### src/sv/pfne_pkg.sv
// Shared widths, limits and saturating helpers for the normal-equation accumulator.
// Standalone; used by poly_fit_normal_equation_accumulator_top.
`default_nettype none

package pfne_pkg;

  localparam int SMP_W  = 16;              // Q1.15 sample width
  localparam int P_W    = 17;              // running power, holds 1.0 exactly
  localparam int PROD_W = P_W + SMP_W;     // multiplier product width
  localparam int ACC_W  = 48;              // Q.30 accumulator width
  localparam int IDX_W  = 5;               // emitted exponent field
  localparam int CFG_W  = 4;               // degree register width
  localparam int DEG_RESET = 2;

  localparam logic signed [P_W-1:0] P_ONE = 17'sh08000;

  typedef logic signed [ACC_W-1:0] acc_t;
  typedef logic signed [P_W-1:0]   pow_t;
  typedef logic signed [PROD_W-1:0] prod_t;

  // Add with saturation to the signed accumulator range.
  function automatic acc_t sat_add(input acc_t acc, input acc_t term);
    logic signed [ACC_W:0] s;
    acc_t r;
    s = {acc[ACC_W-1], acc} + {term[ACC_W-1], term};
    if (s[ACC_W] != s[ACC_W-1]) begin
      r = s[ACC_W] ? {1'b1, {(ACC_W-1){1'b0}}} : {1'b0, {(ACC_W-1){1'b1}}};
    end else begin
      r = s[ACC_W-1:0];
    end
    return r;
  endfunction

  // Floor a Q3.30 product back to Q1.15 and clamp to the sample range.
  function automatic pow_t q15_clamp(input prod_t prod);
    logic signed [PROD_W-16:0] f;
    pow_t r;
    f = prod[PROD_W-1:15];
    if (f > 18'sd32767) begin
      r = 17'sd32767;
    end else if (f < -18'sd32768) begin
      r = -17'sd32768;
    end else begin
      r = f[P_W-1:0];
    end
    return r;
  endfunction

endpackage

`default_nettype wire

### src/sv/poly_fit_normal_equation_accumulator_top.sv
// Polynomial least-squares normal-equation accumulator, top level.
// Depends on pfne_pkg for widths, saturating add and Q1.15 clamp.
`default_nettype none

// Usage
//   Input channel: in_valid / in_stall carry one sample point (x_value, y_value,
//   last_point) per transfer. in_stall is high while a point is being worked.
//   Each point is worked through all exponents before the next transfer: one
//   shared 17x16 multiplier forms p*y and then p*x for every exponent, and
//   each sum is a read-modify-write of its memory.
//   Output channel: out_valid / out_stall carry one sum per transfer. After
//   the point flagged last, 2d+1 power sums (kind 0, index 0..2d) then d+1
//   cross sums (kind 1, index 0..d) follow; the final cross sum carries
//   last_result. A stalled result holds in the output register and the
//   emission sequencer waits behind it. The input reopens as soon as the
//   last sum is loaded, so a new set can start while that sum still waits
//   for its transfer.
//   Configuration: cfg_write_en / cfg_write_data write the degree; 0 acts as
//   1 and values above MAX_DEGREE as MAX_DEGREE. The degree only sets how
//   many sums are emitted and is read when emission starts.
//   Reset (rst, synchronous): degree returns to 2, all sums read as zero
//   (per-entry valid bits are cleared), any output is dropped.
module poly_fit_normal_equation_accumulator_top #(
  parameter int MAX_DEGREE = 8
) (
  input  wire logic                               clk,
  input  wire logic                               rst,
  input  wire logic                               cfg_write_en,
  input  wire logic [pfne_pkg::CFG_W-1:0]         cfg_write_data,
  input  wire logic                               in_valid,
  output logic                                    in_stall,
  input  wire logic signed [pfne_pkg::SMP_W-1:0]  x_value,
  input  wire logic signed [pfne_pkg::SMP_W-1:0]  y_value,
  input  wire logic                               last_point,
  output logic                                    out_valid,
  input  wire logic                               out_stall,
  output logic                                    sum_kind,
  output logic [pfne_pkg::IDX_W-1:0]              sum_index,
  output logic signed [pfne_pkg::ACC_W-1:0]       sum_value,
  output logic                                    last_result
);

  localparam int NPOW   = 2 * MAX_DEGREE + 1;
  localparam int NCROSS = MAX_DEGREE + 1;
  localparam int PIDX_W = $clog2(NPOW);
  localparam int CIDX_W = $clog2(NCROSS);
  localparam int DEG_W  = $clog2(MAX_DEGREE + 1);
  localparam int EW     = PIDX_W + 2;
  localparam int CFG_W  = pfne_pkg::CFG_W;
  localparam int CMP_W  = (DEG_W > CFG_W) ? DEG_W : CFG_W;
  localparam int IW     = pfne_pkg::IDX_W;
  localparam int SW     = pfne_pkg::SMP_W;

  localparam logic [PIDX_W-1:0] K_LAST       = PIDX_W'(NPOW - 1);
  localparam logic [PIDX_W-1:0] K_CROSS_LAST = PIDX_W'(MAX_DEGREE);

  typedef enum logic [2:0] {
    S_IDLE,
    S_RD,
    S_ACC,
    S_NEXT,
    S_EMIT_RD,
    S_EMIT_OUT
  } state_t;

  state_t state;

  // Configuration and per-point operands.
  logic [CFG_W-1:0]        degree;
  logic [DEG_W-1:0]        deg_eff;
  logic [DEG_W-1:0]        deg_eff_next;
  logic signed [SW-1:0]    x_reg;
  logic signed [SW-1:0]    y_reg;
  logic                    last_reg;

  // Sequencer.
  logic [PIDX_W-1:0]       k;
  logic [PIDX_W-1:0]       e_idx;
  logic                    emit_cross;
  pfne_pkg::pow_t          p;
  pfne_pkg::prod_t         prod;
  logic signed [SW-1:0]    mul_b;

  // Sum stores.
  pfne_pkg::acc_t          pow_mem   [NPOW];
  pfne_pkg::acc_t          cross_mem [NCROSS];
  pfne_pkg::acc_t          pow_rd;
  pfne_pkg::acc_t          cross_rd;
  logic [NPOW-1:0]         pow_vld;
  logic [NCROSS-1:0]       cross_vld;
  logic                    pow_hit;
  logic                    cross_hit;
  logic [PIDX_W-1:0]       pow_raddr;
  logic [CIDX_W-1:0]       cross_raddr;
  logic                    pow_we;
  logic                    cross_we;
  pfne_pkg::acc_t          pow_new;
  pfne_pkg::acc_t          cross_new;
  pfne_pkg::acc_t          pow_cur;
  pfne_pkg::acc_t          cross_cur;
  pfne_pkg::acc_t          pow_term;
  pfne_pkg::acc_t          cross_term;

  // Emission control.
  logic                    out_free;
  logic                    out_load;
  logic                    emit_pow_end;
  logic                    emit_cross_end;
  logic [CMP_W-1:0]        deg_wide;

  assign in_stall = (state != S_IDLE);
  assign out_free = !out_valid || !out_stall;
  assign out_load = (state == S_EMIT_OUT) && out_free;

  // Clamp the degree register into 1..MAX_DEGREE.
  always_comb begin
    deg_wide = CMP_W'(degree);
    if (degree == '0) begin
      deg_eff_next = DEG_W'(1);
    end else if (deg_wide > CMP_W'(MAX_DEGREE)) begin
      deg_eff_next = DEG_W'(MAX_DEGREE);
    end else begin
      deg_eff_next = deg_wide[DEG_W-1:0];
    end
  end

  assign emit_pow_end   = (EW'(e_idx) == EW'({deg_eff, 1'b0}));
  assign emit_cross_end = (EW'(e_idx) == EW'(deg_eff));

  // Shared multiplier: p*y while reading the sums, p*x while writing them.
  assign mul_b = (state == S_RD) ? y_reg : x_reg;

  always_ff @(posedge clk) begin
    prod <= p * mul_b;
  end

  // Read addresses: the exponent under work, or the sum being emitted.
  assign pow_raddr   = (state == S_RD) ? k : e_idx;
  assign cross_raddr = (state == S_RD) ? k[CIDX_W-1:0] : e_idx[CIDX_W-1:0];

  // Accumulate: a never-written (or cleared) entry reads as zero.
  assign pow_cur    = pow_hit ? pow_rd : '0;
  assign cross_cur  = cross_hit ? cross_rd : '0;
  assign pow_term   = {{(pfne_pkg::ACC_W - pfne_pkg::P_W - 15){p[pfne_pkg::P_W-1]}},
                       p, 15'b0};
  assign cross_term = {{(pfne_pkg::ACC_W - pfne_pkg::PROD_W){prod[pfne_pkg::PROD_W-1]}},
                       prod};
  assign pow_new    = pfne_pkg::sat_add(pow_cur, pow_term);
  assign cross_new  = pfne_pkg::sat_add(cross_cur, cross_term);
  assign pow_we     = (state == S_ACC);
  assign cross_we   = (state == S_ACC) && (k <= K_CROSS_LAST);

  always_ff @(posedge clk) begin
    if (pow_we) begin
      pow_mem[k] <= pow_new;
    end
    pow_rd <= pow_mem[pow_raddr];
  end

  always_ff @(posedge clk) begin
    if (cross_we) begin
      cross_mem[k[CIDX_W-1:0]] <= cross_new;
    end
    cross_rd <= cross_mem[cross_raddr];
  end

  always_ff @(posedge clk) begin
    if (rst) begin
      state      <= S_IDLE;
      degree     <= CFG_W'(pfne_pkg::DEG_RESET);
      pow_vld    <= '0;
      cross_vld  <= '0;
      out_valid  <= 1'b0;
      k          <= '0;
      e_idx      <= '0;
      emit_cross <= 1'b0;
    end else begin
      if (cfg_write_en) begin
        degree <= cfg_write_data;
      end

      // Load the next result, or drop the held one once it transfers.
      if (out_load) begin
        out_valid <= 1'b1;
      end else if (!out_stall) begin
        out_valid <= 1'b0;
      end

      if (state == S_RD || state == S_EMIT_RD) begin
        pow_hit   <= pow_vld[pow_raddr];
        cross_hit <= cross_vld[cross_raddr];
      end

      if (pow_we) begin
        pow_vld[k] <= 1'b1;
      end
      if (cross_we) begin
        cross_vld[k[CIDX_W-1:0]] <= 1'b1;
      end

      unique case (state)
        S_IDLE: begin
          if (in_valid) begin
            x_reg    <= x_value;
            y_reg    <= y_value;
            last_reg <= last_point;
            p        <= pfne_pkg::P_ONE;
            k        <= '0;
            state    <= S_RD;
          end
        end
        S_RD: begin
          state <= S_ACC;
        end
        S_ACC: begin
          if (k == K_LAST) begin
            if (last_reg) begin
              deg_eff    <= deg_eff_next;
              e_idx      <= '0;
              emit_cross <= 1'b0;
              state      <= S_EMIT_RD;
            end else begin
              state <= S_IDLE;
            end
          end else begin
            state <= S_NEXT;
          end
        end
        S_NEXT: begin
          p     <= pfne_pkg::q15_clamp(prod);
          k     <= k + 1'b1;
          state <= S_RD;
        end
        S_EMIT_RD: begin
          state <= S_EMIT_OUT;
        end
        S_EMIT_OUT: begin
          if (out_free) begin
            sum_kind    <= emit_cross;
            sum_index   <= IW'(e_idx);
            sum_value   <= emit_cross ? cross_cur : pow_cur;
            last_result <= emit_cross && emit_cross_end;
            if (!emit_cross) begin
              if (emit_pow_end) begin
                emit_cross <= 1'b1;
                e_idx      <= '0;
              end else begin
                e_idx <= e_idx + 1'b1;
              end
              state <= S_EMIT_RD;
            end else if (emit_cross_end) begin
              // Set complete: every sum reads as zero again.
              pow_vld   <= '0;
              cross_vld <= '0;
              state     <= S_IDLE;
            end else begin
              e_idx <= e_idx + 1'b1;
              state <= S_EMIT_RD;
            end
          end
        end
        default: begin
          state <= S_IDLE;
        end
      endcase
    end
  end

`ifndef NO_ASSERTIONS
  a_load_from_emit: assert property (@(posedge clk) disable iff (rst)
    $rose(out_valid) |-> ($past(state) == S_EMIT_OUT))
    else $error("result loaded outside emission");

  a_last_is_cross: assert property (@(posedge clk) disable iff (rst)
    (out_valid && last_result) |-> sum_kind)
    else $error("last_result on a power sum");

  a_cleared_after_set: assert property (@(posedge clk) disable iff (rst)
    (($past(state) == S_EMIT_OUT) && (state == S_IDLE)) |->
      ((pow_vld == '0) && (cross_vld == '0)))
    else $error("sums not cleared after emission");

  a_power_in_range: assert property (@(posedge clk) disable iff (rst)
    ((state == S_RD) && (k != '0)) |->
      ((p <= 17'sd32767) && (p >= -17'sd32768)))
    else $error("running power outside Q1.15");
`endif

endmodule

`default_nettype wire

### config.mk
export PLATFORM = sky130hd
export DESIGN_NAME = poly_fit_normal_equation_accumulator_top
export DESIGN_NICKNAME = d
export VERILOG_FILES = /design/src/sv/pfne_pkg.sv /design/src/sv/poly_fit_normal_equation_accumulator_top.sv
export SDC_FILE = /design/constraint.sdc
export NUM_CORES = 2
export LEC_CHECK = 0
export ABC_AREA = 0
export BUFFER_PORTS_ARGS = -buffer_cell sky130_fd_sc_hd__clkbuf_2
export CORE_ASPECT_RATIO = 1.5
export CORE_MARGIN = 2
export CORE_UTILIZATION = 50
export CTS_BUF_LIST = sky130_fd_sc_hd__clkbuf_8
export CTS_CLUSTER_SIZE = 8
export DETAILED_ROUTE_END_ITERATION = 12
export GPL_TIMING_DRIVEN = 0
export MAX_ROUTING_LAYER = met4
export PLACE_DENSITY = 0.73
export SLEW_MARGIN = 30
export SYNTH_ARGS = -nofsm -noshare
export SYNTH_HDL_FRONTEND = slang
export SYNTH_SLANG_ARGS = --single-unit
### constraint.sdc
create_clock -name clk -period 8.8 [get_ports clk]
set_input_delay 0.44 -clock clk [delete_from_list [all_inputs] [get_ports clk]]
set_output_delay 0.44 -clock clk [all_outputs]
set_load 0.05 [all_outputs]
==> flow_metrics.tcl <==
set metrics [dict create \
    dr.pass1.iters 6 \
    core-area_mm2 0.143 \
    min_period_ns 8.46 \
    synth_area_mm2 0.0722 \
    num_rows 170 \
    finalNonFillerCells 7333 \
    die_h_um 469 \
    rrSetupSlack_ns 0.34 \
    setup_viol 0 \
    cts_root_buf "clkbuf_8" \
    cp-end-kind "register" \
    ios 99 \
    ys_types 80 \
    crit_fanout 10 \
    drv_slew 0 \
    regMostFlops "pow_mem" \
    grt_overflow 0 \
    yosys-top-cells-area "edfxtp_1 57%, mux4_2 9.1%, fa_1 7.7%" \
    dp_cells 6880 \
    ys.flop_type "edfxtp_1" \
    holdPathEnd "y_reg[15]" \
    critPathMostFrequentCell "fa_1" \
    htreeDepth 4 \
    die_w_um 314 \
    grt_pass1_vias 44600 \
    initial_utilization 0.505 \
    status "finished, final reports clean" \
    hpwl_um 138000 \
    final_core_util 0.569 \
    syn2layout_area_growth_pct 12.7 \
    hold_viol 0 \
    r2r-end "prod[31]" \
    dpl_cell_area_mm2 0.0767 \
    die_area_mm2 0.148 \
    cap_violations 0 \
    grt_max_degree 38 \
    finalNetCount 5742 \
    cp.arrival_ns 9.27 \
    yosysTopAreaCellShare 0.565 \
    synth_most_common_cell "edfxtp_1" \
    synthTopCellsByCount "1359 x edfxtp_1, 570 x nand2_1, 357 x inv_1, 293 x mux4_2, 278 x fa_1" \
    critPathSlowestCell "fa_1" \
    ant_nets 0 \
    io_buffer_count 97 \
    routed_via_density 5.84 \
    async_reset_ff_frac 0 \
    hp-start "y_value[15]" \
    tightest_slew_ns 1.09 \
    numCtsBuffers 221 \
    clkSinkCount 1533 \
    critPathKind "register to register" \
    drive_gt1_frac 0.172 \
    irDropWorstVdd_uv 1030 \
    rsz0062_at_grt "false" \
    cts.clk_slew.worst_paths_ns 0.06 \
    syn_area_per_cell_um2 14.9 \
    ys_seq_area_frac 0.613 \
    slowest_delay_ns 0.54 \
    largest_reg_flops 816 \
    clock.fmax_mhz 118 \
    power_leakage_nw 30.3 \
    clockBufferDepth 3 \
    ys_seq_elements 1533 \
    p_per_area_mw_per_mm2 386 \
    required_ns 9.61 \
    syn_nets 5324 \
    hold_class "input port to register" \
    clock-skew-final_ns 0.0721 \
    reg2regPathDepth 30 \
    clk_latency_ns 0.96 \
    dp_slack_ns -1.02 \
    finalCritPeriodShare 0.961 \
    antenna_found_initial 14 \
    wl_um 190000 \
    vias 42800 \
    grt_pass1_wl_um 281000 \
    ys.warnings.count 0 \
    min_path_cells 2 \
    relSlewSlack 0.273 \
    grt_usage 0.268 \
    drtIter0Drc 4255 \
    r2r_start "state[2]" \
    cts_tree "built" \
    netlist_instances 4834 \
    drc 0 \
    worst_slack_ns 0.344 \
    synth-edff-count 1359 \
    fin_area_mm2 0.0814 \
    setup_tns_ns 0 \
    wl_per_cell_um 26.0 \
    fill_cells 10900 \
    gp_congestion 0.948 \
    synth_top_area_cell "edfxtp_1" \
    crit_path_start_kind "register" \
]
## layer usage
metal  share of wire  vias up  global-route usage
met5               0        -                   -
met4           0.057        0               0.139
met3           0.069      498              0.0413
met2            0.51     1883               0.449
met1            0.36    21900               0.312
li1                -    18500                   -
## kinds of logic after synthesis
logic type	share of synthesized area
adders and majority gates	0.108
AOI/OAI and AO/OA	0.0529
xor gates and xnor gates	0.0144
buffers and inverters	0.0323
and+or+nand+nor	0.0725
DFF	0.613
muxes	0.107
## where the power goes
group,internal (mW),switching [mW],leakage [nW]
logic,6.49,9.71,14.1
clock network,2.57,2.71,2.61
registers,9.75,0.213,13.6
total,18.8,12.6,30.3
## stage by stage
stage | hold slack [ns] | total power, mW
3_3_place_gp | 0.423 | 25.7
2_1_floorplan | 0.406 | 21.7
4_1_cts | 0.103 | 31.4
6_report | 0.210 | 31.4
3_5_place_dp | 0.433 | 26.1
5_1_grt | 0.179 | 33.6
## area by class of cell
type | instances | area, um2 | share of cell area
Antenna cell | 8 | 20.0 | 0.000246
Clock inverter | 171 | 886 | 0.0109
Clock buffer | 233 | 3210 | 0.0394
Timing Repair Buffer | 198 | 2260 | 0.0278
Buffer | 223 | 1020 | 0.0125
Multi-Input combinational cell | 2718 | 26000 | 0.319
Sequential cell | 1533 | 44300 | 0.544
Inverter | 357 | 1340 | 0.0165
Tap cell | 1892 | 2370 | 0.0291
## layout by cell type (no fill, tap or decap), types with 38 or more instances in the layout
cell type / instances
edfxtp_1: 1359
nand2_1: 570
inv_1: 504
mux4_2: 293
fa_1: 278
clkbuf_8: 233
o21ai_0: 217
dfxtp_1: 173
ha_1: 170
clkbuf_1: 149
and2_1: 133
a21oi_1: 121
nor2b_1: 106
clkbuf_2: 105
nor2_1: 93
xnor2_1: 73
nand3_1: 69
mux2i_1: 56
o21a_1: 56
a21o_1: 49
xor2_1: 46
dlygate4sd3_1: 44
mux2_2: 42
buf_2: 41
o21ai_2: 38
buf_16: 38
## worst max-delay path, delay by kind of cell, from the launching register on
kind | cells | cell delay, ns
multiplexers | 1 | 0.46
buffers and inverters | 10 | 1.64
adder cells (fa/ha/maj) | 7 | 3.30
XOR/XNOR | 1 | 0.17
AO/OA/AOI/OAI | 9 | 2.06
flip-flops | 1 | 0.30
AND/OR/NAND/NOR | 2 | 0.34
## worst max path at each step
stage          cells past startpoint  slack (ns)     start        to
6_report                          30        0.34  state[2]  prod[31]
5_1_grt                           30        0.03  state[2]  prod[31]
4_1_cts                           29       0.003  state[2]  prod[31]
3_5_place_dp                      30       -1.02  state[2]  prod[31]
3_3_place_gp                      28       -2.20  state[2]  prod[31]
2_1_floorplan                     29        0.84  state[2]  prod[31]
## what timing repair did
item / in CTS / in global routing
pin swaps: 0 / 0
resized for setup: 10 / 14
hold buffers: 44 / 0
cloned: 0 / 0
setup endpoints to repair: 10 / 2
endpoints found under the hold margin: 56 / 0
setup buffers: 0 / 0
Power figures use the tool's default switching activity.
